===== src/rtl/core/ms1k_pkg.sv =====
// ----------------------------------------------------------------------------
// ms1k_pkg
// Types, constants and helpers for the spelled-digit SHA-1 key block.
// ----------------------------------------------------------------------------
package ms1k_pkg;

  localparam int KeyHexCharsDefault = 26;
  localparam logic [31:0] MacOffset = 32'h0100_0000;

  typedef enum logic [2:0] {
    ST_IDLE,
    ST_DIGIT,
    ST_BUILD,
    ST_ROUND,
    ST_ADD,
    ST_DONE
  } state_t;

  typedef struct packed {
    logic load;
    logic digit_step;
    logic build;
    logic block_init;
    logic round_step;
    logic add_step;
    logic out_load;
  } cmd_t;

  typedef struct packed {
    logic digits_done;
    logic rounds_done;
    logic second_block;
  } stat_t;

  function automatic logic [39:0] word_bytes(input logic [3:0] d);
    case (d)
      4'd0: word_bytes = {"Zero", 8'h00};
      4'd1: word_bytes = {"One", 16'h0000};
      4'd2: word_bytes = {"Two", 16'h0000};
      4'd3: word_bytes = "Three";
      4'd4: word_bytes = {"Four", 8'h00};
      4'd5: word_bytes = {"Five", 8'h00};
      4'd6: word_bytes = {"Six", 16'h0000};
      4'd7: word_bytes = "Seven";
      4'd8: word_bytes = "Eight";
      4'd9: word_bytes = {"Nine", 8'h00};
      default: word_bytes = '0;
    endcase
  endfunction

  function automatic logic [2:0] word_len(input logic [3:0] d);
    case (d)
      4'd0, 4'd4, 4'd5, 4'd9: word_len = 3'd4;
      4'd1, 4'd2, 4'd6: word_len = 3'd3;
      4'd3, 4'd7, 4'd8: word_len = 3'd5;
      default: word_len = 3'd0;
    endcase
  endfunction

endpackage


===== src/rtl/core/ms1k_ctrl.sv =====
// ----------------------------------------------------------------------------
// ms1k_ctrl
// Sequencer: digit spelling, message build, two hash blocks, output.
// ----------------------------------------------------------------------------
module ms1k_ctrl
  import ms1k_pkg::*;
(
  input  logic  clk,
  input  logic  rst,
  input  logic  in_valid,
  output logic  in_stall,
  output logic  out_valid,
  input  logic  out_stall,
  input  stat_t stat,
  output cmd_t  cmd
);

  state_t state, state_next;

  always_ff @(posedge clk) begin
    if (rst) begin
      state <= ST_IDLE;
    end else begin
      state <= state_next;
    end
  end

  always_comb begin
    state_next = state;
    case (state)
      ST_IDLE:  if (in_valid) state_next = ST_DIGIT;
      ST_DIGIT: if (stat.digits_done) state_next = ST_BUILD;
      ST_BUILD: state_next = ST_ROUND;
      ST_ROUND: if (stat.rounds_done) state_next = ST_ADD;
      ST_ADD:   state_next = stat.second_block ? ST_DONE : ST_ROUND;
      ST_DONE:  if (!out_valid || !out_stall) state_next = ST_IDLE;
      default:  state_next = ST_IDLE;
    endcase
  end

  logic out_full;
  always_ff @(posedge clk) begin
    if (rst) begin
      out_full <= 1'b0;
    end else if (cmd.out_load) begin
      out_full <= 1'b1;
    end else if (!out_stall) begin
      out_full <= 1'b0;
    end
  end
  assign out_valid = out_full;

  always_comb begin
    cmd = '0;
    in_stall = 1'b1;
    case (state)
      ST_IDLE: begin
        in_stall = 1'b0;
        cmd.load = in_valid;
      end
      ST_DIGIT: cmd.digit_step = 1'b1;
      ST_BUILD: begin
        cmd.build = 1'b1;
        cmd.block_init = 1'b1;
      end
      ST_ROUND: cmd.round_step = 1'b1;
      ST_ADD:   cmd.add_step = 1'b1;
      ST_DONE:  cmd.out_load = !out_full || !out_stall;
      default:  cmd = '0;
    endcase
  end

endmodule


===== src/rtl/core/ms1k_dp.sv =====
// ----------------------------------------------------------------------------
// ms1k_dp
// Datapath: digit extraction, message assembly, SHA-1 rounds, key output.
// ----------------------------------------------------------------------------
module ms1k_dp
  import ms1k_pkg::*;
#(
  parameter int KEY_HEX_CHARS = KeyHexCharsDefault
) (
  input  logic        clk,
  input  logic        rst,
  input  cmd_t        cmd,
  input  logic [23:0] mac_low,
  output stat_t       stat,
  output logic [39:0] key_head,
  output logic [63:0] key_tail
);

  localparam logic [255:0] Phrase = "Although your world wonders me, ";

  logic [31:0]   val;
  logic [3:0]    dig_cnt;
  logic [319:0]  spelled;
  logic [5:0]    spell_len;
  logic [1023:0] msg;
  logic [511:0]  wwin;
  logic [6:0]    rnd;
  logic          blk;
  logic [31:0]   a, b, c, d, e;
  logic [31:0]   h0, h1, h2, h3, h4;

  logic [103:0] nib_mask;
  logic [39:0]  head_mask;
  logic [63:0]  tail_mask;

  // Digits by repeated subtraction of the current power of ten is slow; use
  // the top digit via multiply-free compare of val against k*10^7.
  logic [31:0] lead_sub [10];
  logic [3:0]  lead;
  always_comb begin
    lead = 4'd0;
    for (int j = 1; j < 10; j++) begin
      lead_sub[j] = 32'(j) * 32'd10_000_000;
      if (val >= lead_sub[j]) lead = 4'(j);
    end
    lead_sub[0] = '0;
  end

  logic [31:0] rem_x10;
  assign rem_x10 = ((val - lead_sub[lead]) << 3) + ((val - lead_sub[lead]) << 1);

  logic [9:0] len_bits;
  assign len_bits = {7'(spell_len) + 7'd32, 3'b000};

  logic [1023:0] msg_build;
  assign msg_build = ({spelled, 704'd0} | ({Phrase, 768'd0} >> {spell_len, 3'b000})
                     | ({8'h80, 1016'd0} >> len_bits))
                     | {1014'd0, len_bits};

  always_comb begin
    stat.digits_done  = (dig_cnt == 4'd7);
    stat.rounds_done  = (rnd == 7'd79);
    stat.second_block = blk;
  end

  logic [31:0] wt, wnew, f, k, t;
  assign wt   = wwin[511:480];
  assign wnew = {wwin[511-2*32 -: 32] ^ wwin[511-8*32 -: 32] ^ wwin[511-13*32 -: 32]
                ^ wwin[511 -: 32]};
  always_comb begin
    if (rnd < 7'd20) begin
      f = (b & c) | (~b & d); k = 32'h5A827999;
    end else if (rnd < 7'd40) begin
      f = b ^ c ^ d; k = 32'h6ED9EBA1;
    end else if (rnd < 7'd60) begin
      f = (b & c) | (b & d) | (c & d); k = 32'h8F1BBCDC;
    end else begin
      f = b ^ c ^ d; k = 32'hCA62C1D6;
    end
    t = {a[26:0], a[31:27]} + f + e + k + wt;
  end

  always_ff @(posedge clk) begin
    if (cmd.load) begin
      val <= {8'd0, mac_low} + MacOffset;
      dig_cnt <= '0;
      spelled <= '0;
      spell_len <= '0;
    end
    if (cmd.digit_step) begin
      spelled <= spelled | ({word_bytes(lead), 280'd0} >> {spell_len, 3'b000});
      spell_len <= spell_len + 6'(word_len(lead));
      val <= rem_x10;
      dig_cnt <= dig_cnt + 4'd1;
    end
    if (cmd.build) begin
      msg <= msg_build;
    end
    if (cmd.block_init) begin
      h0 <= 32'h67452301; h1 <= 32'hEFCDAB89; h2 <= 32'h98BADCFE;
      h3 <= 32'h10325476; h4 <= 32'hC3D2E1F0;
      a <= 32'h67452301; b <= 32'hEFCDAB89; c <= 32'h98BADCFE;
      d <= 32'h10325476; e <= 32'hC3D2E1F0;
      rnd <= '0;
      blk <= 1'b0;
    end
    if (cmd.build) begin
      wwin <= msg_build[1023:512];
    end
    if (cmd.round_step) begin
      a <= t; b <= a; c <= {b[1:0], b[31:2]}; d <= c; e <= d;
      wwin <= {wwin[479:0], wnew[30:0], wnew[31]};
      rnd <= rnd + 7'd1;
    end
    if (cmd.add_step) begin
      h0 <= h0 + a; h1 <= h1 + b; h2 <= h2 + c; h3 <= h3 + d; h4 <= h4 + e;
      a <= h0 + a; b <= h1 + b; c <= h2 + c; d <= h3 + d; e <= h4 + e;
      rnd <= '0;
      blk <= 1'b1;
      wwin <= msg[511:0];
    end
    if (cmd.out_load) begin
      key_head <= {h0, h1[31:24]} & head_mask;
      key_tail <= {h1[23:0], h2, h3[31:24]} & tail_mask;
    end
    if (rst) begin
      blk <= 1'b0;
    end
  end

  always_comb begin
    for (int i = 0; i < 26; i++) begin
      nib_mask[103-4*i -: 4] = (i < KEY_HEX_CHARS) ? 4'hF : 4'h0;
    end
    head_mask = nib_mask[103:64];
    tail_mask = nib_mask[63:0];
  end

endmodule


===== src/rtl/core/mac_to_spelled_sha1_key.sv =====
// ----------------------------------------------------------------------------
// mac_to_spelled_sha1_key
// Spelled-digit SHA-1 key derivation from the low MAC address bytes.
// ----------------------------------------------------------------------------
// Input channel: mac_low with in_valid/in_stall. Output channel: key_head and
// key_tail with out_valid/out_stall. A transaction moves when valid is high
// and stall is low at a rising clock edge.
// One item at a time: accept, spell the 8 digits, build the message, then
// 2 x (80 rounds + 1 feed-forward) on a single SHA-1 round unit, and finally
// load the output register. The block takes no new item while one is in
// progress. The result waits in the output register while out_stall is high;
// the next item is taken once that register is free to be refilled.
// Reset (rst, synchronous) returns the sequencer to idle and drops out_valid.
// Digest nibbles beyond KEY_HEX_CHARS read as zero.
// ----------------------------------------------------------------------------
module mac_to_spelled_sha1_key
  import ms1k_pkg::*;
#(
  parameter int KEY_HEX_CHARS = KeyHexCharsDefault
) (
  input  logic        clk,
  input  logic        rst,
  input  logic        in_valid,
  output logic        in_stall,
  input  logic [23:0] mac_low,
  output logic        out_valid,
  input  logic        out_stall,
  output logic [39:0] key_head,
  output logic [63:0] key_tail
);

  cmd_t  cmd;
  stat_t stat;

  ms1k_ctrl u_ctrl (
    .clk(clk), .rst(rst), .in_valid(in_valid), .in_stall(in_stall),
    .out_valid(out_valid), .out_stall(out_stall), .stat(stat), .cmd(cmd)
  );

  ms1k_dp #(.KEY_HEX_CHARS(KEY_HEX_CHARS)) u_dp (
    .clk(clk), .rst(rst), .cmd(cmd), .mac_low(mac_low), .stat(stat),
    .key_head(key_head), .key_tail(key_tail)
  );

endmodule

===== config.mk =====
export PLATFORM = sky130hd
export DESIGN_NAME = mac_to_spelled_sha1_key
export DESIGN_NICKNAME = d
export VERILOG_FILES = /design/src/rtl/core/ms1k_pkg.sv /design/src/rtl/core/ms1k_ctrl.sv /design/src/rtl/core/ms1k_dp.sv /design/src/rtl/core/mac_to_spelled_sha1_key.sv
export SDC_FILE = /design/constraint.sdc
export NUM_CORES = 2
export LEC_CHECK = 0
export BUFFER_PORTS_ARGS = -buffer_cell sky130_fd_sc_hd__buf_2
export CAP_MARGIN = 20
export CORE_MARGIN = 2
export CORE_UTILIZATION = 30
export CTS_BUF_LIST = sky130_fd_sc_hd__clkbuf_4 sky130_fd_sc_hd__clkbuf_8
export DETAILED_ROUTE_END_ITERATION = 12
export PLACE_DENSITY_LB_ADDON = 0.1
export SYNTH_ARGS = -nofsm -noshare
export SYNTH_HDL_FRONTEND = slang
export SYNTH_SLANG_ARGS = --single-unit

===== constraint.sdc =====
create_clock -name clk -period 17.4 [get_ports clk]
set_input_delay 5.22 -clock clk [delete_from_list [all_inputs] [get_ports clk]]
set_output_delay 5.22 -clock clk [all_outputs]
set_load 0.02 [all_outputs]

Word-level counts from Yosys, hierarchy flattened
Memory sizes are Yosys's and may differ from the RTL's.
Index checks and enable logic that the tools add are counted.
Widths: inputs -> output; s select.
{"block": "totals", "regBits": 1822, "mem_bits_ro": 1104, "inputBits": 28, "output_inout_bits": 106, "elab_cells": 166, "n_memories": 3}
{"block": "classes", "add_sub_neg": 16, "magnitude_cmp": 13, "n_eq_ne": 12, "n_shift": 3, "n_mux": 69, "bitwise": 18, "n_reduce_logical": 10}
{"name": "(name not given)", "depth": 16, "word_bits": 34, "rd": 1, "rd_ports_with_merged_regs": 0, "write_ports": 0, "line": "ms1k_pkg.sv:36", "rtl": "case (d)"}
{"name": "(name not given)", "depth": 16, "word_bits": 32, "rd": 1, "rd_ports_with_merged_regs": 0, "write_ports": 0, "line": "ms1k_dp.sv:50", "rtl": "assign rem_x10 = ((val - lead_sub[lead]) << 3) + ((val - lead_sub[lead]) << 1);"}
{"name": "(name not given)", "depth": 16, "word_bits": 3, "rd": 1, "rd_ports_with_merged_regs": 0, "write_ports": 0, "line": "ms1k_pkg.sv:52", "rtl": "case (d)"}
{"op": "$or 1024x1024->1024", "count": 2}
{"op": "$mux 512", "count": 3}
{"op": "$or 1024x10->1024", "count": 1}
{"op": "$shr 1023x9->1024 const A", "count": 1}
{"op": "$shr 1024x10->1024 const A", "count": 1}
{"op": "$mux 32", "count": 27}
{"op": "$mux 320", "count": 2}
{"op": "$add 32x32->32", "count": 10}
{"op": "$or 320x320->320", "count": 1}
{"op": "$shr 320x9->320", "count": 1}
{"op": "$xor 32x32->32", "count": 5}
{"op": "$and 32x32->32", "count": 4}
{"op": "$ge 32x26->1 const B", "count": 3}
{"op": "$ge 32x27->1 const B", "count": 3}
{"op": "$or 32x32->32", "count": 3}
{"op": "$mux 31", "count": 3}
{"op": "$ge 32x25->1 const B", "count": 2}
{"op": "$mux 4", "count": 10}
{"op": "$mux 40", "count": 1}
{"op": "$ge 32x24->1 const B", "count": 1}
{"op": "$not 32->32", "count": 1}
{"op": "$sub 31x31->31", "count": 1}
{"op": "$add 24x25->26 const B", "count": 1}
{"op": "$mux 3", "count": 6}
{"op": "26 further kinds", "count": 48}

Logic depth before layout (Yosys ltp)
{"block": "logic_depth", "word_depth": 17, "ltp_mapped": 35, "mapped_depth_nobuf": 32}

Modules after synthesis
A second synthesis with hierarchy kept.
{"block": "hier_totals", "cells_unflattened": 8222, "area_unflattened_um2": 84687.5}
{"module": "ms1k_dp", "instances": 1, "cells_per_inst": 8182, "area_per_inst_um2": 84375.9, "seq_area_each_um2": 44542.7}
{"module": "ms1k_ctrl", "instances": 1, "cells_per_inst": 40, "area_per_inst_um2": 311.5, "seq_area_each_um2": 80.1}

Worst setup path after synthesis
OpenSTA, ideal clock, no wires.
{"block": "synth_path", "kind": "reg2reg", "startpoint": "reg u_ctrl.state[0]", "endpoint": "reg u_dp.a[0] (enable)", "setup_time_ps": 1015, "t_arrival_ps": 14287, "required_time_ps": 16385, "slack_ps": 2098, "path_stages_with_launch": 8, "path_buffers": 3, "synth_period_minus_slack_ps": 15302, "path_cell_list": "dfxtp_1 -> clkbuf_1 -> nor2_1 -> and2_1 -> clkbuf_1 -> clkbuf_1 -> nor2_1 -> inv_1"}
{"block": "synth_between", "elab_chain_cells": 3, "elab_cells_between_ends": 7, "classes_between": "eq/ne: 3; mux: 3; reduce/logical: 1"}
{"element": "start, declared", "line": "ms1k_ctrl.sv:18", "rtl": "state_t state, state_next;"}
{"element": "start signal, assigned", "line": "ms1k_ctrl.sv:24", "rtl": "state <= state_next;"}
{"element": "$eq 3x3->1 / $eq 3x2->1 (equally long branches)", "line": "ms1k_ctrl.sv:56", "rtl": "case (state)"}
{"element": "$mux 1 / $mux 2 (equally long branches)", "line": "ms1k_ctrl.sv:56"}
{"element": "$reduce_bool 3->1 (no line) (*)"}
{"element": "end signal, assigned", "line": "ms1k_dp.sv:117", "rtl": "a <= h0 + a; b <= h1 + b; c <= h2 + c; d <= h3 + d; e <= h4 + e;"}
{"element": "end, declared", "line": "ms1k_dp.sv:29", "rtl": "logic [31:0] a, b, c, d, e;"}
Mark *: on every way between the ends. The rest lies on a longest branch, timed or not.
A chain may end at the register's enable or synchronous reset.

Final worst setup path
{"block": "layout_path", "startpoint": "reg u_dp.val[27]", "endpoint": "reg u_dp.val[31] (data pin)"}
{"block": "layout_between", "elab_chain_cells": 17, "elab_cells_between_ends": 25, "classes_between": "add/sub: 2; order compare: 9; mux: 12; bitwise: 1; memory: 1"}
{"element": "start, declared", "line": "ms1k_dp.sv:21", "rtl": "logic [31:0] val;"}
{"element": "start signal, assigned", "line": "ms1k_dp.sv:85", "rtl": "val <= {8'd0, mac_low} + MacOffset;"}
{"element": "start signal, assigned", "line": "ms1k_dp.sv:93", "rtl": "val <= rem_x10;"}
{"element": "$ge 32x24->1", "line": "ms1k_dp.sv:44", "rtl": "if (val >= lead_sub[j]) lead = 4'(j);"}
{"element": "$mux 1", "line": "ms1k_dp.sv:44"}
{"element": "$mux 4 (8 in a row)", "line": "ms1k_dp.sv:44"}
{"element": "$not 4->5 (not written as such)", "line": "ms1k_dp.sv:50"}
{"element": "$mem_v2 16x32"}
{"element": "$mux 31 (not written as such) (2 in a row)", "line": "ms1k_dp.sv:50"}
{"element": "$sub 31x31->31 (*)", "line": "ms1k_dp.sv:50"}
{"element": "$add 32x32->32 (*)", "line": "ms1k_dp.sv:50"}
{"element": "$mux 32 (*)", "line": "ms1k_dp.sv:90", "rtl": "if (cmd.digit_step) begin"}
Mark *: on every way between the ends. The rest lies on a longest branch, timed or not. The select of a mux whose other input is x is not followed.

==> impl_metrics.env <==
export IMPL_finalHoldViolations=0
export IMPL_maxCapViolCount=0
export IMPL_synthArstFlopShare_pct=0
export IMPL_gp_congestion=0.991
export IMPL_filler_cell_count=28900
export IMPL_yosysTopAreaCell="edfxtp_1"
export IMPL_postCtsSetupRepairBufs=0
export IMPL_initial_antenna_violation_count=33
export IMPL_status="complete, no violations"
export IMPL_tritoncts="built"
export IMPL_die_width_microns=536
export IMPL_critical_path_depth=29
export IMPL_critical_path_source="u_dp.val[27]"
export IMPL_num_vias=73700
export IMPL_timing_fmax_mhz=116
export IMPL_ys_ff_latch=1490
export IMPL_power_density_cell_area_nw_per_um2=248
export IMPL_antenna_violating_nets_post_route=0
export IMPL_worst_ir_drop_vdd_mv=0.208
export IMPL_holdWs_ns=0.459
export IMPL_final_report_max_slew_violation_count=0
export IMPL_critPathMaxFanout=10
export IMPL_htree_num_levels=5
export IMPL_final_period_util_pct=49.4
export IMPL_worstMarginPinSlew_ns=1.26
export IMPL_totalNegativeSetupSlack_ns=0
export IMPL_end_kind="register"
export IMPL_cp_required_ns=18.20
export IMPL_synth_flop_cell="edfxtp_1"
export IMPL_grt_pass1_vias=71100
export IMPL_routed_wl_microns=422000
export IMPL_postLayoutCoreUtil_pct=34.1
export IMPL_dp_hpwl_microns=288000
export IMPL_arrival_ns=9.40
export IMPL_finalNetCount=8872
export IMPL_final_common_cell="edfxtp_1"
export IMPL_reg2reg_slack_ns=8.80
export IMPL_drive_gt1_share_pct=11.0
export IMPL_synthesis_warnings=0
export IMPL_power_static_leakage_uw=0.0341
export IMPL_clock_latency_on_the_worst_skew_pair_ns=1.12
export IMPL_setup_worst_path_class="reg -> reg"
export IMPL_clk_pin_slew_ns=0.06
export IMPL_flow_area_growth_from_synthesis_pct=13.2
export IMPL_worst_r2r_endpoint="u_dp.val[31]"
export IMPL_track_usage_pct=28.5
export IMPL_cts_root_buf="clkbuf_8"
export IMPL_numCtsBuffers=294
export IMPL_die_h_microns=536
export IMPL_num_rows=195
export IMPL_cts_hold_repair_buffers=0
export IMPL_synthTopCellsByArea="edfxtp_1, nor2_1, a21oi_1, ha_1, o21ai_0"
export IMPL_number_of_buffers_and_inverters_on_the_critical_path=0
export IMPL_multiInputGateArea_sq_um=38000
export IMPL_start_util_pct=30.2
export IMPL_synth_cell_area_sq_um=85000
export IMPL_min_period_ns=8.60
export IMPL_ys_seq_area_share_pct=52.5
export IMPL_placement_cell_area_sq_um=90500
export IMPL_min_delay_path_class="reg -> reg"
export IMPL_start_kind="register"
export IMPL_cp_slowest_cell="nor3_2"
export IMPL_port_buffers=133
export IMPL_synth_edf_count=1478
export IMPL_yosys_area_top_type_share_pct=52.2
export IMPL_route_detailed_vias_per_inst=5.92
export IMPL_grt_start_max_net_pins=140
export IMPL_synth_net_count=8759
export IMPL_finalClockSkew_ns=0.0962
export IMPL_fin_area_sq_um=96300
export IMPL_detailedRoute_firstPassIterationCount=7
export IMPL_timing_critical_path_slowest_cell_delay_ns=0.67
export IMPL_dr_first_iter_drc_count=9332
export IMPL_netlist_instances=8335
export IMPL_finalSetupViolCount=0
export IMPL_syn_mean_instance_area_sq_um=10.2
export IMPL_reg2regPathDepth=29
export IMPL_tritoncts_num_sinks=1490
export IMPL_worst_setup_ep="u_dp.val[31]"
export IMPL_boundaryPins=134
export IMPL_grt_first_pass_wirelength_microns=580000
export IMPL_min_delay_start="u_dp.h2[7]"
export IMPL_rsz_0062_raised_after_global_routing="false"
export IMPL_design_die_area_sq_um=288000
export IMPL_max_clock_path_buffers=4
export IMPL_post_cts_resized_instances=0
export IMPL_wire_length_per_cell_microns=33.9
export IMPL_timing_max_slew_rel_slack_pct=15.4
export IMPL_worst_path_dominant_cell_family="simple AND/OR/NAND/NOR gates"
export IMPL_total_power_uw=23900
export IMPL_coreArea_sq_um=282000
export IMPL_critical_path_reg2reg_startpoint="u_dp.val[27]"
export IMPL_seqCellArea_sq_um=44600
export IMPL_post_route_drc_violation_count=0
export IMPL_grt_overflow_total=0
export IMPL_yosys_cell_types_count=93
export IMPL_mostFrequentLayoutCells="edfxtp_1, nor2_1, nand2_1"
-- synth_stat cells, types with 16 or more instances --
cell type	number
edfxtp_1	1478
nor2_1	1258
nand2_1	824
a21oi_1	701
o21ai_0	635
clkbuf_1	435
ha_1	269
nor3_1	237
xnor2_1	179
a21o_1	175
inv_1	166
o21a_1	136
fa_1	127
a211oi_1	118
xor2_1	104
buf_1	97
nand3_1	97
and2_1	81
a22oi_1	79
o31ai_1	78
a221oi_1	75
mux2i_1	69
a31oi_1	68
nand2b_1	68
o22ai_1	58
and3_1	49
nor2b_1	49
a22o_1	47
o221ai_1	45
o211ai_1	42
a41oi_1	41
o21bai_1	35
or3_1	33
nand4_1	28
o22a_1	25
a2111oi_0	20
o221a_2	19
a21boi_0	17
a211o_1	16
-- logic make-up after synthesis --
| logic type | after synthesis | share of synthesized area [%] |
|---|---|---|
| AND/OR/NAND/NOR | 2786 | 14.0 |
| multiplexers | 81 | 1.01 |
| flip-flops | 1490 | 52.5 |
| buffers and inverters | 714 | 3.18 |
| adder cells (fa/ha/maj) | 396 | 6.95 |
| XOR/XNOR | 283 | 2.91 |
| AO/OA/AOI/OAI | 2585 | 19.5 |
-- report_power, final --
group | switching, uW | internal, uW | total, uW
Combinational | 9660 | 4010 | 13700
Clock | 1750 | 1920 | 3680
Sequential | 766 | 5750 | 6520
Total | 12200 | 11700 | 23900
-- how the worst min path moves through the flow --
stage | end | slack (ns) | depth (start not counted)
floorplan | u_dp.msg[6] | 0.42 | 0
global placement | u_dp.key_tail[29] | 0.45 | 0
detailed placement | u_dp.key_tail[15] | 0.45 | 0
CTS | u_dp.key_tail[40] | 0.47 | 0
global route | u_dp.key_tail[47] | 0.47 | 0
finish | u_dp.key_tail[15] | 0.46 | 0
-- per-stage QoR --
stage / setup slack (ns) / std cells
after floorplan: 2.10 / 8335
after global placement: 8.84 / 11900
after detailed placement: 8.83 / 11900
after CTS: 8.83 / 12400
after global routing: 8.09 / 12400
final: 8.80 / 12400
-- cell type report --
| type | instances | area share [%] |
|---|---|---|
| well taps | 3743 | 4.86 |
| repair buffers | 361 | 2.62 |
| inverters | 170 | 0.685 |
| flip-flops and latches | 1490 | 46.4 |
| clock inverters | 116 | 0.824 |
| multi-input cells | 6131 | 39.5 |
| clock buffers | 406 | 5.10 |
| diodes | 21 | 0.0546 |
-- state kept, by name, summed over array words and instances, names as in the netlist, 40 cells and up --
name / count
u_dp.msg: 221
u_dp.key_head: 40
u_dp.spelled: 279
u_dp.key_tail: 64
u_dp.wwin: 512
-- layer usage --
layer  wire length, microns  GRT usage (%)  vias up
met5                     62              0        -
li1                       -              -    31200
met1                 171000           36.9    37100
met2                 184000           43.1     4244
met4                  29000           17.7       10
met3                  38200           6.52     1133
-- worst reg2reg max path: cells and delay by family (launching register included) --
| family | cells | cell delay [ns] |
|---|---|---|
| compound gates | 10 | 2.67 |
| xor+xnor | 3 | 0.48 |
| fa+ha+maj | 3 | 1.20 |
| flops | 1 | 0.53 |
| simple gates | 13 | 3.46 |
(Power assumes the default switching activity.)
